--- config.mk ---
export PLATFORM = sky130hd
export DESIGN_NAME = nar_match
export DESIGN_NICKNAME = d
export VERILOG_FILES = /design/src/hw/rtl/nar_pkg.sv /design/src/hw/rtl/nar_match.sv
export SDC_FILE = /design/constraint.sdc
export NUM_CORES = 1
export LEC_CHECK = 0
export ABC_AREA = 1
export BUFFER_PORTS_ARGS = -buffer_cell sky130_fd_sc_hd__buf_2
export CORE_AREA = 2 2 160 162
export CTS_BUF_LIST = sky130_fd_sc_hd__clkbuf_16
export DETAILED_ROUTE_END_ITERATION = 10
export DIE_AREA = 0 0 162 164
export GPL_TIMING_DRIVEN = 0
export PLACE_DENSITY = 0.52
export SLEW_MARGIN = 20
export SYNTH_ARGS = -nofsm -noshare
export SYNTH_HDL_FRONTEND = slang
export SYNTH_SLANG_ARGS = --single-unit
--- constraint.sdc ---
create_clock -name clk -period 8.4 [get_ports clk]
set_clock_uncertainty 0.05 [all_clocks]
set_input_delay 0.84 -clock clk [delete_from_list [all_inputs] [get_ports clk]]
set_output_delay 0.84 -clock clk [all_outputs]
set_load 0.02 [all_outputs]
--- src/hw/rtl/nar_pkg.sv ---
// ----------------------------------------------------------------------------
// nar_pkg
// Types, codes and constants shared by the name/address registry modules.
// ----------------------------------------------------------------------------
package nar_pkg;

  localparam int unsigned SLOTS_DEFAULT = 64;
  localparam logic [31:0] FRESH_NAME_SEED = 32'h00fa_cade;

  typedef enum logic [2:0] {
    MODE_REG          = 3'd0,
    MODE_DROP_NAME    = 3'd1,
    MODE_DROP_ADDR    = 3'd2,
    MODE_NAME_OF_ADDR = 3'd3,
    MODE_ADDR_OF_NAME = 3'd4,
    MODE_TYPE_OF_NAME = 3'd5,
    MODE_NAME_OF_TASK = 3'd6,
    MODE_READ_SLOT    = 3'd7
  } mode_t;

  typedef enum logic [2:0] {
    ST_CLEAR,
    ST_IDLE,
    ST_SCAN,
    ST_READ,
    ST_DRAIN,
    ST_FINISH
  } state_t;

  typedef struct packed {
    logic [2:0]  mode;
    logic [31:0] key_name;
    logic [31:0] key_addr;
    logic [7:0]  res_type;
    logic [31:0] task_handle;
    logic [21:0] task_pid;
    logic [6:0]  slot_index;
  } in_beat_t;

  typedef struct packed {
    logic        found;
    logic [6:0]  slot_out;
    logic [31:0] name_out;
    logic [31:0] addr_out;
    logic [7:0]  type_out;
    logic [31:0] task_out;
    logic [21:0] pid_out;
  } out_beat_t;

  // One registry entry as stored in the memory.
  typedef struct packed {
    logic [31:0] name;
    logic [31:0] addr;
    logic [7:0]  rtype;
    logic [31:0] handle;
    logic [21:0] pid;
  } entry_t;

  localparam int unsigned ENTRY_W = $bits(entry_t);

  // Control from the sequencer to the match unit.
  typedef struct packed {
    logic  clear;
    logic  rd_vld;
    mode_t mode;
  } scan_ctl_t;

  // Match records collected over one scan.
  typedef struct packed {
    logic   hit;
    logic   free_hit;
    entry_t entry;
  } match_rec_t;

endpackage

--- src/hw/rtl/nar_match.sv ---
// ----------------------------------------------------------------------------
// nar_match
// Compares each entry read during a scan against the operation key and keeps
// the first primary hit and the first free slot.
// ----------------------------------------------------------------------------
module nar_match
  import nar_pkg::*;
#(
  parameter int unsigned SLOTS = SLOTS_DEFAULT,
  localparam int unsigned AW = (SLOTS > 1) ? $clog2(SLOTS) : 1,
  localparam int unsigned SW = $clog2(SLOTS + 1)
) (
  input  logic          clk,
  input  logic          rst_n,
  input  scan_ctl_t     ctl,
  input  in_beat_t      op,
  input  logic [AW-1:0] rd_addr,
  input  entry_t        rd_data,
  output match_rec_t    rec,
  output logic [SW-1:0] hit_slot,
  output logic [SW-1:0] free_slot
);

  logic          hit_r, hit_nxt;
  logic          free_hit_r, free_hit_nxt;
  entry_t        entry_r, entry_nxt;
  logic [SW-1:0] hit_slot_r, hit_slot_nxt;
  logic [SW-1:0] free_slot_r, free_slot_nxt;
  logic          prim;
  logic [SW-1:0] rd_slot;

  assign rd_slot = SW'(rd_addr) + SW'(1);

  always_comb begin
    case (ctl.mode)
      MODE_REG, MODE_DROP_NAME, MODE_ADDR_OF_NAME, MODE_TYPE_OF_NAME:
        prim = (rd_data.name == op.key_name);
      MODE_DROP_ADDR, MODE_NAME_OF_ADDR:
        prim = (rd_data.addr == op.key_addr);
      MODE_NAME_OF_TASK:
        prim = (rd_data.handle == op.task_handle) && (rd_data.pid == op.task_pid);
      MODE_READ_SLOT:
        prim = (rd_data.name != '0);
      default:
        prim = 1'b0;
    endcase
  end

  always_comb begin
    hit_nxt       = hit_r;
    free_hit_nxt  = free_hit_r;
    entry_nxt     = entry_r;
    hit_slot_nxt  = hit_slot_r;
    free_slot_nxt = free_slot_r;
    if (ctl.clear) begin
      hit_nxt      = 1'b0;
      free_hit_nxt = 1'b0;
    end else if (ctl.rd_vld) begin
      // keep only the lowest matching slot
      if (prim && !hit_r) begin
        hit_nxt      = 1'b1;
        entry_nxt    = rd_data;
        hit_slot_nxt = rd_slot;
      end
      if ((rd_data.name == '0) && !free_hit_r) begin
        free_hit_nxt  = 1'b1;
        free_slot_nxt = rd_slot;
      end
    end
  end

  always_ff @(posedge clk) begin
    if (!rst_n) begin
      hit_r      <= 1'b0;
      free_hit_r <= 1'b0;
    end else begin
      hit_r      <= hit_nxt;
      free_hit_r <= free_hit_nxt;
    end
    entry_r     <= entry_nxt;
    hit_slot_r  <= hit_slot_nxt;
    free_slot_r <= free_slot_nxt;
  end

  assign rec.hit      = hit_r;
  assign rec.free_hit = free_hit_r;
  assign rec.entry    = entry_r;
  assign hit_slot     = hit_slot_r;
  assign free_slot    = free_slot_r;

endmodule

==> flow_summary_export.csv <==
group,metric,value,unit
run_status,outcome,"complete, no violations",
die,io_pins,417,
sta,grt_setup_unrepaired,"false",
power_and_ir_drop,p_sw_share,25.4,%
cts,cts_tree,"yes",
placement,placedCellCount,1411,
power_and_ir_drop,p_int,1.31,mW
sta,setup_viol_count_final,0,
power_and_ir_drop,cellPowerDensity,180,nW/um^2
placement,numPortBuffers,398,
power_and_ir_drop,fin_total_pwr,1.75,mW
power_and_ir_drop,p_comb_share,11.7,%
cts,postCtsSetupRepairBufs,0,
synth,yosysMostFrequentCell,"nand2_1",
synth,synthesis.nets,953,
layout,final_util,39.2,%
die,die_h,164,um
cts,hold_buffers,0,
worst_setup_path,reg2regPathDepth,6,
worst_setup_path,crit_arrival,2.96,ns
die,dieArea,26600,um^2
drt,ant_nets,0,
die,core,24800,um^2
synth,synth-seq-cells,142,
worst_setup_path,required,8.46,ns
sta,tns,0,ns
layout,antenna-diode-count,0,
drt,avgRoutedWirePerCell,14.4,um
worst_setup_path,reg2reg_setup_slack,6.50,ns
sta,hold_ws,0.427,ns
placement,place_ws,4.91,ns
cts,numCtsBuffers,17,
cts,cts-root-buf,"clkbuf_16",
synth,synth_cell_type_count,21,
drt,drt_iter0_drc,268,
worst_hold_path,hold_depth,2,
global_routing,antenna_found_initial,0,
cts,clk_pin_slew,0.06,ns
synth,syn_area,6600,um^2
drt,drt_first_pass_iters,5,
worst_hold_path,min_from,"free_hit_r",
placement,dpl_cell_area,9150,um^2
sta,fmax,0.345,GHz
power_and_ir_drop,leakagePower,4.75,nW
drt,drc,0,
global_routing,grt_pass1_vias,5638,
synth,synth-edff-count,140,
sta,report.final.slew_viol_count,0,
sta,setup_slack,5.51,ns
worst_setup_path,critPathMaxStageDelay,0.33,ns
synth,syn_avg_cell_area,9.75,um^2
synth,synth_top_area_cell,"edfxtp_1",
global_routing,overflow,0,
run,drv_cap,0,
worst_setup_path,crit_path_top_delay_cell,"nor2_4",
power_and_ir_drop,clockPowerShare,42.7,%
placement,dp_hpwl,17.5,mm
synth,ys_seq_area_share,64.3,%
synth,synth_commonest_cells,"nand2_1, edfxtp_1, inv_1, nor2_1, xnor2_1",
worst_setup_path,timing.rr.end,"rec[77]",
drt,via_per_inst,3.98,
worst_setup_path,start_kind,"primary input",
cts,htree_levels,4,
worst_setup_path,reg2reg_from,"hit_r",
global_routing,grt_max_degree,28,
cts,clk_latency,0.40,ns
power_and_ir_drop,ir_drop,0.104,mV
layout,nets,1376,
placement,place_congestion,0.790,
die,num_rows,58,
drt,via_count,5749,
worst_setup_path,path_cells,"buf_2 -> inv_1 -> nand2_1 -> nand2_1 -> nor2_1 -> nand2_1 -> nor2_1 -> nand2_1 -> nor2_1 -> nand2_1 -> nand4_2 -> nand3_2 -> nor2_4 -> buf_16 -> buf_16 -> buf_12",
power_and_ir_drop,power_frac_seq,45.6,%
die,die_w,162,um
synth,synth.top_cell.area_share,63.7,%
layout,area_growth,47.4,%
synth,netlist_instances,677,
global_routing,grt_use_total,15.3,%
synth,async_flop_share,0,%
worst_setup_path,endpoint_kind,"flip-flop",
die,initial_core_util,26.6,%
sta,finalCriticalPeriod,2.89,ns
worst_setup_path,critical_path_class,"primary input to flip-flop",
synth,synthTopCellsByArea,"edfxtp_1, nand2_1, inv_1",
worst_setup_path,crit_top_cell,"nand2_1",
layout,drive_above_1_share,41.2,%
power_and_ir_drop,power_switching,0.444,mW
worst_setup_path,worstPathMaxFanout,27,
cts,cts_resized,0,
cts,cts_buffer_depth,2,
sta,fin_crit_sh,34.5,%
sta,worstMarginPinSlew,1.03,ns
cts,clkSinkCount,142,
worst_hold_path,hold_end,"free_hit_r",
layout,instances_no_fill,1443,
worst_hold_path,hp-class,"flip-flop to flip-flop",
synth,ys.warnings.count,0,
layout,fin_area,9730,um^2
synth,synth_ff_type,"edfxtp_1",
drt,routed_wl,20.8,mm
sta,slew_headroom,30.5,%
global_routing,grt_pass1_wl,30.6,mm
sta,hold_viol,0,
## layout make-up
| class | count | area [um^2] |
|---|---|---|
| tap | 330 | 413 |
| clock inverter | 15 | 150 |
| timing repair buffer | 404 | 2130 |
| clock buffer | 17 | 425 |
| buffer | 2 | 15.0 |
| multi-input combinational | 404 | 1860 |
| inverter | 129 | 484 |
| sequential | 142 | 4240 |
| fill | 2571 | 15100 |
## cells by family (layout without fill, tap and decap cells)
family	Yosys count	count (layout)	synth area share, %
flip-flops	142	142	64.3
buffers and inverters	131	567	7.57
XOR/XNOR	39	39	5.18
AND/OR/NAND/NOR	342	342	21.0
adder cells (fa/ha/maj)	1	1	0.190
AO/OA/AOI/OAI	22	22	1.76
## worst max-delay path by stage
stage | startpoint | endpoint
2_1_floorplan | op[23] | hit_slot[0]
6_report | rd_data[18] | rec[77]
3_5_place_dp | rd_data[18] | rec[76]
5_1_grt | rd_data[15] | rec[77]
4_1_cts | rd_data[18] | rec[35]
3_3_place_gp | rd_data[18] | rec[70]
## power by group through the flow
| stage | Combinational (mW) | Sequential (mW) | Clock, mW |
|---|---|---|---|
| after floorplan | 0.0753 | 0.834 | 0 |
| after global placement | 0.199 | 0.818 | 0 |
| after detailed placement | 0.208 | 0.813 | 0 |
| after CTS | 0.209 | 0.797 | 0.772 |
| after global routing | 0.233 | 0.798 | 0.805 |
| final | 0.206 | 0.797 | 0.748 |
## layout by cell type, fill, tap and decap left out, types with 3 or more instances in the layout
cell type	netlist	final
a21oi_1	3	3
buf_12	0	3
buf_16	0	3
buf_2	0	398
clkbuf_16	0	17
edfxtp_1	140	140
inv_1	129	129
inv_6	0	6
inv_8	0	3
nand2_1	183	183
nand3_1	17	17
nand4_1	5	5
nor2_1	112	111
nor3_1	6	6
o21ai_0	12	12
o21ai_1	4	4
or2_2	16	16
xnor2_1	23	23
xor2_1	16	16
## state kept, by name, summed over array words and instances, names as in the netlist
signal	cells
hit_r	1
hit_slot	7
free_slot	7
rec	126
free_hit_r	1
## critical path: cells and delay by family
| family | cells | cell delay (ns) |
|---|---|---|
| and+or+nand+nor | 11 | 1.34 |
| buffers and inverters | 5 | 0.74 |
## routing by layer
metal	part of all wire [%]	routed length (um)	GRT usage, %
met5	0	0	0
met4	1.5	303	4.34
met1	41	8460	18.3
met2	51	10600	26.8
met3	7.0	1460	4.42
(Power assumes the default switching activity.)
