==> src/hw/rtl/nar_ram.sv <==
// ----------------------------------------------------------------------------
// nar_ram
// Generic single-port synchronous RAM with a registered read.
// ----------------------------------------------------------------------------
module nar_ram #(
  parameter int unsigned WIDTH = 8,
  parameter int unsigned DEPTH = 16,
  localparam int unsigned AW = (DEPTH > 1) ? $clog2(DEPTH) : 1
) (
  input  logic             clk,
  input  logic             we,
  input  logic             re,
  input  logic [AW-1:0]    addr,
  input  logic [WIDTH-1:0] wdata,
  output logic [WIDTH-1:0] rdata
);

  logic [WIDTH-1:0] mem [DEPTH];

  always_ff @(posedge clk) begin
    if (we) begin
      mem[addr] <= wdata;
    end
    if (re) begin
      rdata <= mem[addr];
    end
  end

endmodule

==> config.mk <==
export PLATFORM = sky130hd
export DESIGN_NAME = nar_ram
export DESIGN_NICKNAME = d
export VERILOG_FILES = /design/src/hw/rtl/nar_ram.sv
export SDC_FILE = /design/constraint.sdc
export NUM_CORES = 1
export LEC_CHECK = 0
export BUFFER_PORTS_ARGS = -buffer_cell sky130_fd_sc_hd__buf_2
export CAP_MARGIN = 0
export CORE_MARGIN = 2
export CORE_UTILIZATION = 60
export CTS_CLUSTER_DIAMETER = 100
export DETAILED_ROUTE_END_ITERATION = 8
export PLACE_DENSITY = 0.76
export REMOVE_ABC_BUFFERS = 1
export SYNTH_ARGS = -nofsm -noshare
export SYNTH_HDL_FRONTEND = slang
export SYNTH_SLANG_ARGS = --single-unit
==> constraint.sdc <==
create_clock -name clk -period 2.7 [get_ports clk]
set_input_delay 0.27 -clock clk [delete_from_list [all_inputs] [get_ports clk]]
set_output_delay 0.27 -clock clk [all_outputs]
set_load 0.01 [all_outputs]
==> summary.txt, run 1 <==
Status = finished clean
H-Tree Depth = 4
CTS tree = yes
Placed Area = 5510 µm²
Fin cells = 400
Crit path time final = 1.68 ns
Met2 routed WL = 4910 µm
Met1 WL = 4170 µm
MaxCap Viol Count = 0
Initial antenna violation count = 0
Starting Density = 62.3%
Global-route wire length before repair = 15200 µm
Grt ovf = 0
Final period util = 62.3%
Routed via count = 2484
Routed Antenna Nets = 0
Worst slew pin tran = 1.06 ns
Syn Area/Cell = 22.4 µm²
Worst path required time = 2.97 ns
DIE AREA = 9340 µm²
Worst Skew = 0.00619 ns
RSZ-0062 raised after global routing = no
Seq/Total Area, Yosys = 79.3%
Worst Setup Path Type = in -> reg
# hold bufs at CTS = 0
Largest net degree at the start of global routing = 27
N_diodes = 0
Leak = 2.04 nW
Setup tns final = 0 ns
# IOs = 23
Number of DRC markers in iteration 0 = 235
Maximum vdd drop = 544 µV
Sink Count = 136
DRC Markers = 0
Vias in the first global route = 2655
Worst Hold Class = in -> reg
Area Overhead vs Synth = 18.6%
Post-Place Cells = 368
Startpoint types = primary input
Buffers on Ports = 22
Design Area, Final = 6100 µm²
Gates resized, CTS repair = 0
Net count, final = 297
Number of distinct library cells after synthesis = 17
Tot GR Track Use = 22.9%
Die Span Y = 96.6 µm
Die X = 96.6 µm
Fmax = 595 MHz
# setup viols final = 0
HPWL after detailed placement = 6470 µm
Yosys warnings = 0
Max Root-Sink Buffers = 2
Clock Latency Late Sink = 0.53 ns
#FFs+latches synth = 136
Relative slew slack = 28.5%
Core Footprint = 8260 µm²
Total wire length = 9810 µm
Drt wl/cell = 24.5 µm
Row count = 33
Mapped Cells = 230
Pwr Density = 807 nW/µm²
Pins Over Slew Limit = 0
DR top layer = met4
Vias per inst = 6.21
Data arrival time of the worst path = 1.95 ns
Post-Syn Area = 5150 µm²
Clk slew on worst S/H paths = 0.06 ns
Final hold violation count = 0
First drt pass iteration count = 7
Met3 wire len = 582 µm
RePlAce Congestion = 0.788
Clock root cell = clkbuf_8
Crit. End Element = register
Layout cells sized above 1 = 36.3%
Setup bufs post-CTS = 0
Crit path max fanout = 17
Num CTS Buffers = 17
[logic make-up (layout without fill, tap and decap cells)]
| logic type | Yosys count | count (layout) | synth area share (%) |
|---|---|---|---|
| buf+inv | 11 | 76 | 1.17 |
| flops | 136 | 136 | 79.3 |
| mux | 32 | 32 | 14.0 |
| compound gates | 16 | 16 | 2.33 |
| simple gates | 35 | 35 | 3.16 |
[stage by stage]
| stage | power (mW) | setup WS [ns] | hold slack (ns) | utilization, % |
|---|---|---|---|---|
| after global placement | 2.65 | 0.478 | 0.628 | 66.7 |
| after detailed placement | 2.66 | 0.422 | 0.629 | 66.7 |
| after CTS | 4.95 | 0.999 | 0.0861 | 73.9 |
| after floorplan | 2.53 | 0.937 | 0.369 | - |
| final | 4.92 | 1.02 | 0.107 | 73.9 |
| after global routing | 5.06 | 0.922 | 0.0881 | 73.9 |
[routing by layer]
layer | up-vias | global-route usage [%]
met1 | 1280 | 31.3
met5 | - | 0
met2 | 112 | 35.7
met4 | 0 | 8.78
li1 | 1077 | -
met3 | 15 | 6.43
[Yosys cell counts]
library cell | instances | share of area, %
a22oi_1 | 16 | 2.3
and2_1 | 1 | 0.12
buf_1 | 4 | 0.29
buf_2 | 2 | 0.19
buf_6 | 2 | 0.44
clkbuf_1 | 2 | 0.15
clkbuf_2 | 1 | 0.097
edfxtp_1 | 136 | 79
mux4_2 | 32 | 14
nand2_1 | 9 | 0.66
nand2b_1 | 2 | 0.24
nand3_1 | 1 | 0.097
nand3b_1 | 2 | 0.29
nor2_1 | 13 | 0.95
nor2b_1 | 2 | 0.24
nor3_1 | 4 | 0.39
or3b_2 | 1 | 0.17
[placed cells by master (no fill, tap or decap)]
cell and count:
clkbuf_8 1, buf_4 21, clkbuf_16 16, clkinv_2 5, nand2_1 9, a22oi_1 16
nand3_1 1, edfxtp_1 136, nand2b_1 2, clkbuf_1 1, buf_12 1, bufinv_16 4
nor2_1 13, mux4_2 32, clkinv_1 1, or3b_2 1, nand3b_1 2, nor3_1 4
clkinvlp_4 3, buf_2 22, nor2b_1 2, inv_6 1, and2_1 1
[worst max-delay path: stages]
cell,delay [ns]
buf_2,0.42
buf_4,0.34
buf_4,0.17
mux4_2,0.50
a22oi_1,0.17
nand2_1,0.07
[path summary, 6_finish.rpt]
| check | from | end | slack (ns) | cells after the start |
|---|---|---|---|---|
| worst max register to register | mem[11][7] | rdata[7] | 1.20 | 3 |
| worst min register to register | mem[15][5] | rdata[5] | 0.77 | 3 |
| worst min-delay path | re | rdata[7] | 0.11 | 1 |
| worst max-delay path | addr[0] | rdata[4] | 1.02 | 6 |
[area by class of cell]
type / instances / area [µm²]
clock buffers: 18 / 418
clock inverters: 14 / 180
fillers: 483 / 2150
multi-input cells: 83 / 1000
flip-flops and latches: 136 / 4080
well taps: 105 / 131
repair buffers: 44 / 288
[report_power, final]
group          switching [mW]  internal [mW]  total, mW
sequential             0.0130           2.38       2.39
combinational           0.130         0.0930      0.223
clock                   0.821           1.49       2.31
total                   0.964           3.96       4.92
[state kept, by name, indices dropped and copies added (netlist names)]
signal  count
rdata       8
mem       128
(Power assumes the default switching activity.)
==> run 2, diff against run 1 <==
--- a/config.mk
+++ b/config.mk
@@ -5,6 +5,7 @@
 export SDC_FILE = /design/constraint.sdc
 export NUM_CORES = 1
 export LEC_CHECK = 0
+export ABC_AREA = 1
 export BUFFER_PORTS_ARGS = -buffer_cell sky130_fd_sc_hd__buf_2
 export CAP_MARGIN = 0
 export CORE_MARGIN = 2
==> constraint.sdc (replaced) <==
create_clock -name clk -period 1.67 [get_ports clk]
set_input_delay 0.167 -clock clk [delete_from_list [all_inputs] [get_ports clk]]
set_output_delay 0.167 -clock clk [all_outputs]
set_load 0.01 [all_outputs]
==> run 2 against run 1 <==
Against the previous run: worst setup slack worse by 0.55 ns; highest routed layer unchanged; largest cell class unchanged; count of clock-buffer cells in the layout down 1; non-clock buffer count up 5; combinational power up 110%; die area up 9.8%; synthesized cell count up 140%; critical path type is now reg -> out.
==> summary.txt, run 2 <==
Crit path time final = 1.21 ns
Net count, final = 610 (was 297)
Met1 WL = 5030 µm (was 4170 µm)
Largest net degree at the start of global routing = 40 (was 27)
WP buf/inv = 1 (was 3)
Post-synth EDFFs = 136 (unchanged)
Sink Count = 136 (unchanged)
WHS Path Cells = 1 (unchanged)
Sequential power share = 45.9% (was 48.6%)
Crit-path cells = buf_2 (was buf_2 > buf_4 > buf_4 > mux4_2 > a22oi_1 > nand2_1)
Leak = 2.90 nW (was 2.04 nW)
Synth top cells by count = nand2_1 (346), edfxtp_1 (136), inv_1 (21) (was edfxtp_1 (136), mux4_2 (32), a22oi_1 (16))
Clk network pwr share = 48.5% (was 46.9%)
Yosys warnings = 0 (unchanged)
DIE AREA = 10200 µm² (was 9340 µm²)
Number of distinct library cells after synthesis = 10 (was 17)
Clk slew on worst S/H paths = 0.06 ns (about the same)
Num CTS Buffers = 17 (unchanged)
Critical path depth = 1 (was 6)
H-Tree Depth = 4 (unchanged)
CTS tree = yes (unchanged)
Worst Hold Class = in -> reg (unchanged)
Maximum vdd drop = 999 µV (was 544 µV)
Ys async rst share = 0% (unchanged)
HPWL after detailed placement = 7720 µm (was 6470 µm)
Crit path max fanout = 1 (was 17)
Pre-CTS setup slack = 0.156 ns (was 0.422 ns)
Max Root-Sink Buffers = 2 (unchanged)
Drt wl/cell = 17.5 µm (was 24.5 µm)
Fmax = 829 MHz
Final period util = 72.2%
DRC Markers = 0 (unchanged)
Largest registers = mem x128, rdata x8 (unchanged)
Routed Antenna Nets = 0 (unchanged)
Most common cell in the netlist = nand2_1 (was edfxtp_1)
Seq/Total Area, Yosys = 72.0% (was 79.3%)
# setup viols final = 0 (unchanged)
Setup bufs post-CTS = 0 (unchanged)
Pwr Density = 1260 nW/µm² (was 807 nW/µm²)
Initial antenna violation count = 0 (unchanged)
Pins Over Slew Limit = 0 (unchanged)
Routed via count = 3944 (was 2484)
Relative slew slack = 72.6% (was 28.5%)
# hold bufs at CTS = 1 (was 0)
Data arrival time of the worst path = 1.04 ns (was 1.95 ns)
Final Util = 72.6% (was 73.9%)
RePlAce Congestion = 0.939 (was 0.788)
Net switching power = 1.84 mW (was 0.964 mW)
CP delay by family, top = flip-flops (was buffers and inverters)
Area share of the largest cell type after synthesis = 72.0% (was 79.3%)
MaxCap Viol Count = 0 (unchanged)
Total wire length = 12600 µm (was 9810 µm)
Global-route wire length before repair = 19800 µm (was 15200 µm)
Cell count of the worst reg-to-reg path = 8 (was 3)
Worst Setup SP = rdata[5] (was addr[0])
Worst path required time = 1.50 ns (was 2.97 ns)
Worst Skew = 0.00628 ns (was 0.00619 ns)
Reg with most FFs = mem (unchanged)
Worst Setup Path Type = reg -> out (was in -> reg)
Commonest non-fill, non-tap cell in the layout = nand2_1 (was edfxtp_1)
Buffers on Ports = 22 (unchanged)
Core Footprint = 9200 µm² (was 8260 µm²)
Status = finished clean (unchanged)
Slowest cell delay on critical path = 0.37 ns (was 0.50 ns)
First drt pass iteration count = 5 (was 7)
Met2 routed WL = 6140 µm (was 4910 µm)
Area Overhead vs Synth = 17.7% (was 18.6%)
Startpoint types = register (was primary input)
Number of DRC markers in iteration 0 = 373 (was 235)
Hold slack = 0.0788 ns (was 0.107 ns)
Met3 wire len = 1180 µm (was 582 µm)
Sw frac = 21.8% (was 19.6%)
Reg2Reg Launch Point = mem[7][6] (was mem[11][7])
Row count = 35 (was 33)
Layout cells sized above 1 = 13.3% (was 36.3%)
Die Span Y = 101 µm (was 96.6 µm)
Worst slew pin tran = 0.412 ns (was 1.06 ns)
Clock Latency Late Sink = 0.53 ns (about the same)
Tot GR Track Use = 26.8% (was 22.9%)
Grt ovf = 0 (unchanged)
Vias per inst = 5.49 (was 6.21)
#FFs+latches synth = 136 (unchanged)
Final hold violation count = 0 (unchanged)
Number of flip-flops in the largest register = 128 (unchanged)
Gates resized, CTS repair = 0 (unchanged)
Starting Density = 61.7% (was 62.3%)
Fillers = 618 (was 483)
Clock root cell = clkbuf_8 (unchanged)
DR top layer = met4 (unchanged)
RSZ-0062 raised after global routing = no (unchanged)
Post-Syn Area = 5670 µm² (was 5150 µm²)
Worst setup margin = 0.464 ns (was 1.02 ns)
# IOs = 23 (unchanged)
Max stage delay cell, worst path = edfxtp_1 (was mux4_2)
Cell Int Power = 6.59 mW (was 3.96 mW)
Die X = 101 µm (was 96.6 µm)
Logic pwr share = 5.6% (was 4.5%)
Yosys top cell by area = edfxtp_1 (unchanged)
Vias in the first global route = 3873 (was 2655)
Syn Area/Cell = 10.4 µm² (was 22.4 µm²)
Ranking of synthesized cells by area = edfxtp_1 (72%), nand2_1 (23%), inv_1 (1.4%) (was edfxtp_1 (79%), mux4_2 (14%), a22oi_1 (2.3%))
Crit. End Element = output pin (was register)
Commonest cells after routing, fill and taps aside = nand2_1 (346), edfxtp_1 (136), buf_4 (25) (was edfxtp_1 (136), mux4_2 (32), buf_2 (22))
Mapped Cells = 548 (was 230)
Prevailing post-synth register cell = edfxtp_1 (unchanged)
R2R Setup Slk = 0.48 ns (was 1.20 ns)
Min-Delay Startpoint = wdata[3] (was re)
N_diodes = 0 (unchanged)
==> run 2: power by group through the flow <==
| stage | Clock (mW) | Sequential [mW] | Combinational [mW] |
|---|---|---|---|
| floorplan | 0 | 3.94 | 0.218 |
| global placement | 0 | 3.94 | 0.455 |
| detailed placement | 0 | 3.94 | 0.463 |
| CTS | 4.12 | 3.87 | 0.472 |
| global route | 4.26 | 3.87 | 0.531 |
| finish | 4.09 | 3.87 | 0.476 |
==> run 2: cell type report <==
| type | instances | area (µm²) | share of cell area (%) |
|---|---|---|---|
| inverters | 23 | 86.3 | 1.29 |
| multi-input cells | 368 | 1390 | 20.8 |
| flip-flops and latches | 136 | 4080 | 61.2 |
| repair buffers | 49 | 328 | 4.91 |
| well taps | 111 | 139 | 2.08 |
| clock buffers | 17 | 414 | 6.20 |
| clock inverters | 15 | 239 | 3.58 |
==> run 2: worst paths after layout <==
kind,endpoint
min,mem[5][3]
max,rdata[5]
max reg2reg,rdata[6]
min reg2reg,rdata[2]
==> run 2: metal layers <==
| metal | vias up | track usage, % |
|---|---|---|
| li1 | 1853 | - |
| met3 | 25 | 6.83 |
| met2 | 214 | 41.7 |
| met1 | 1852 | 36.8 |
| met5 | - | 0 |
| met4 | 0 | 11.0 |
==> run 2: logic make-up (layout without fill, tap and decap cells) <==
logic type,after synthesis,in the layout,share of synthesized area (%)
buf+inv,44,104,3.57
simple gates,368,368,24.4
flops,136,136,72.0
==> run 2: through the flow <==
step	total power, mW	area [µm²]	instances	TNS (ns)
5_1_grt	8.67	6680	719	0
2_1_floorplan	4.16	5560	527	-3.00
4_1_cts	8.46	6680	719	0
6_report	8.43	6680	719	0
3_5_place_dp	4.40	6010	686	0
3_3_place_gp	4.39	6010	686	0
==> run 3, diff against run 2 <==
--- a/config.mk
+++ b/config.mk
@@ -5,14 +5,14 @@
 export SDC_FILE = /design/constraint.sdc
 export NUM_CORES = 1
 export LEC_CHECK = 0
-export ABC_AREA = 1
+export ABC_AREA = 0
 export BUFFER_PORTS_ARGS = -buffer_cell sky130_fd_sc_hd__buf_2
 export CAP_MARGIN = 0
 export CORE_MARGIN = 2
-export CORE_UTILIZATION = 60
+export CORE_UTILIZATION = 54
 export CTS_CLUSTER_DIAMETER = 100
 export DETAILED_ROUTE_END_ITERATION = 8
-export PLACE_DENSITY = 0.76
+export PLACE_DENSITY = 0.72
 export REMOVE_ABC_BUFFERS = 1
 export SYNTH_ARGS = -nofsm -noshare
 export SYNTH_HDL_FRONTEND = slang
==> constraint.sdc (replaced) <==
create_clock -name clk -period 1 [get_ports clk]
set_input_delay 0.1 -clock clk [delete_from_list [all_inputs] [get_ports clk]]
set_output_delay 0.1 -clock clk [all_outputs]
set_load 0.01 [all_outputs]
==> run 3 against run 2 <==
Against the previous run: the run now ends with negative setup slack left; sequential power increased by 67%; die area increased by 0.79%; critical path depth increased by 2; hold slack improved by 0.14 ns; largest cell class unchanged; global-route usage decreased by 5.0 points; total power increased by 53%; via count decreased by 35%; design area decreased by 4.4%; register-to-register slack got worse by 0.93 ns; critical endpoint is now rdata[7]; routed wire length decreased by 21%; highest routed layer unchanged.
==> summary.txt, run 3 (same netlist as run 1, synthesis figures left out) <==
Commonest non-fill, non-tap cell in the layout = edfxtp_1 (was nand2_1)
Pre-CTS setup slack = -0.660 ns (was 0.156 ns)
Multi-input gate area = 1040 µm² (was 1390 µm²)
Max Root-Sink Buffers = 2 (unchanged)
Crit. End Element = register (was output pin)
Largest registers = mem x128, rdata x8 (unchanged)
Power, Total = 12.9 mW (was 8.43 mW)
H-Tree Depth = 4 (unchanged)
DR top layer = met4 (unchanged)
Fillers = 558 (was 618)
Leak = 2.15 nW (was 2.90 nW)
RePlAce Congestion = 0.757 (was 0.939)
Worst Setup Path Type = reg -> reg (was reg -> out)
Clock Latency Late Sink = 0.52 ns (was 0.53 ns)
Area Overhead vs Synth = 24.0% (was 17.7%)
Startpoint types = register (unchanged)
Crit path time final = 1.45 ns
Global-route wire length before repair = 15500 µm (was 19800 µm)
Met1 WL = 4060 µm (was 5030 µm)
Fmax = 692 MHz
Pwr Density = 2020 nW/µm² (was 1260 nW/µm²)
Die Span Y = 102 µm (was 101 µm)
# IOs = 23 (unchanged)
Sink Count = 136 (unchanged)
Relative slew slack = 42.3% (was 72.6%)
Die X = 102 µm (was 101 µm)
Routed Antenna Nets = 0 (unchanged)
Worst slew pin tran = 0.864 ns (was 0.412 ns)
Status = complete, but fails checks (was finished clean)
Tot GR Track Use = 21.9% (was 26.8%)
Clk slew on worst S/H paths = 0.06 ns (about the same)
CTS tree = yes (unchanged)
Starting Density = 55.7% (was 61.7%)
First drt pass iteration count = 5 (unchanged)
Final period util = 145%
Clock root cell = clkbuf_8 (unchanged)
MaxCap Viol Count = 0 (unchanged)
Crit path max fanout = 1 (unchanged)
Met3 wire len = 622 µm (was 1180 µm)
Number of flip-flops in the largest register = 128 (unchanged)
Commonest cells after routing, fill and taps aside = edfxtp_1 (136), buf_4 (34), mux4_2 (32) (was nand2_1 (346), edfxtp_1 (136), buf_4 (25))
N_diodes = 0 (unchanged)
Grt ovf = 0 (unchanged)
Worst Hold Class = in -> reg (unchanged)
Vias per inst = 5.75 (was 5.49)
# setup viols final = 16 (was 0)
Reg with most FFs = mem (unchanged)
Number of DRC markers in iteration 0 = 198 (was 373)
Worst Skew = 0.00921 ns (was 0.00628 ns)
Routed via count = 2583 (was 3944)
HPWL after detailed placement = 6420 µm (was 7720 µm)
Initial antenna violation count = 0 (unchanged)
Pins Over Slew Limit = 0 (unchanged)
DIE AREA = 10300 µm² (was 10200 µm²)
Maximum vdd drop = 1200 µV (was 999 µV)
RSZ-0062 raised after global routing = yes (was no)
Layout cells sized above 1 = 40.0% (was 13.3%)
Storage element area = 4080 µm² (unchanged)
Failing checks = negative setup slack
Total wire length = 9930 µm (was 12600 µm)
Data arrival time of the worst path = 1.71 ns (was 1.04 ns)
Core Footprint = 9240 µm² (was 9200 µm²)
DRC Markers = 0 (unchanged)
Net count, final = 322 (was 610)
Buffers on Ports = 22 (unchanged)
Met2 routed WL = 5040 µm (was 6140 µm)
Row count = 35 (unchanged)
Drt wl/cell = 22.1 µm (was 17.5 µm)
Vias in the first global route = 2657 (was 3873)
Num CTS Buffers = 17 (unchanged)
Largest net degree at the start of global routing = 22 (was 40)
Worst setup margin = -0.446 ns (was 0.464 ns)
Worst path required time = 1.26 ns (was 1.50 ns)
Final hold violation count = 0 (unchanged)
[run 3: repair_timing]
| action | 4_1_cts | 5_1_grt |
|---|---|---|
| setup buffers | 0 | 0 |
| hold buffers | 9 | 0 |
| hold endpoints to repair | 136 | 0 |
| pin swaps | 7 | 2 |
| gates resized for setup | 5 | 4 |
| endpoints found under the setup margin | 16 | 16 |
[run 3: final cells by class]
type	count	share of cell area (%)
Clock inverter	13	2.04
Sequential cell	136	64.0
Multi-Input combinational cell	83	16.3
Tap cell	129	2.53
Timing Repair Buffer	69	8.49
Clock buffer	19	6.61
[run 3: power by group]
| group | internal, mW | leakage, nW | switching, mW |
|---|---|---|---|
| registers | 6.43 | 1.24 | 0.0389 |
| logic | 0.332 | 0.654 | 0.374 |
| clock network | 3.52 | 0.261 | 2.19 |
| total | 10.3 | 2.15 | 2.61 |
[run 3: worst paths after layout]
path / to / start / slack, ns / cells past startpoint
min: mem[2][6] / addr[3] / 0.22 / 4
max reg2reg: rdata[7] / mem[3][7] / -0.45 / 3
min reg2reg: rdata[5] / mem[14][5] / 0.75 / 3
max: rdata[7] / mem[3][7] / -0.45 / 3
[run 3: metrics by stage]
| stage | instances | util [%] | hold WS (ns) | area [µm²] | setup TNS [ns] |
|---|---|---|---|---|---|
| final | 449 | 69.1 | 0.218 | 6380 | -4.34 |
| after global routing | 449 | 69.1 | 0.236 | 6380 | -5.02 |
| after CTS | 449 | 68.8 | 0.191 | 6360 | -4.80 |
| after detailed placement | 408 | 61.6 | 0.485 | 5690 | -46.34 |
| after global placement | 408 | 61.6 | 0.477 | 5690 | -45.33 |
| after floorplan | 219 | - | 0.199 | 5090 | -25.16 |
[run 3: critical path: stages, from the launching register on]
cell      delay, ns
edfxtp_1       0.38
mux4_2         0.50
a22oi_2        0.24
nand2_1        0.08
[run 3: layer usage]
metal  up-vias  track usage, %
li1       1126               -
met1      1329            30.3
met2       110            33.0
met3        18            5.66
met4         0            10.2
met5         -               0
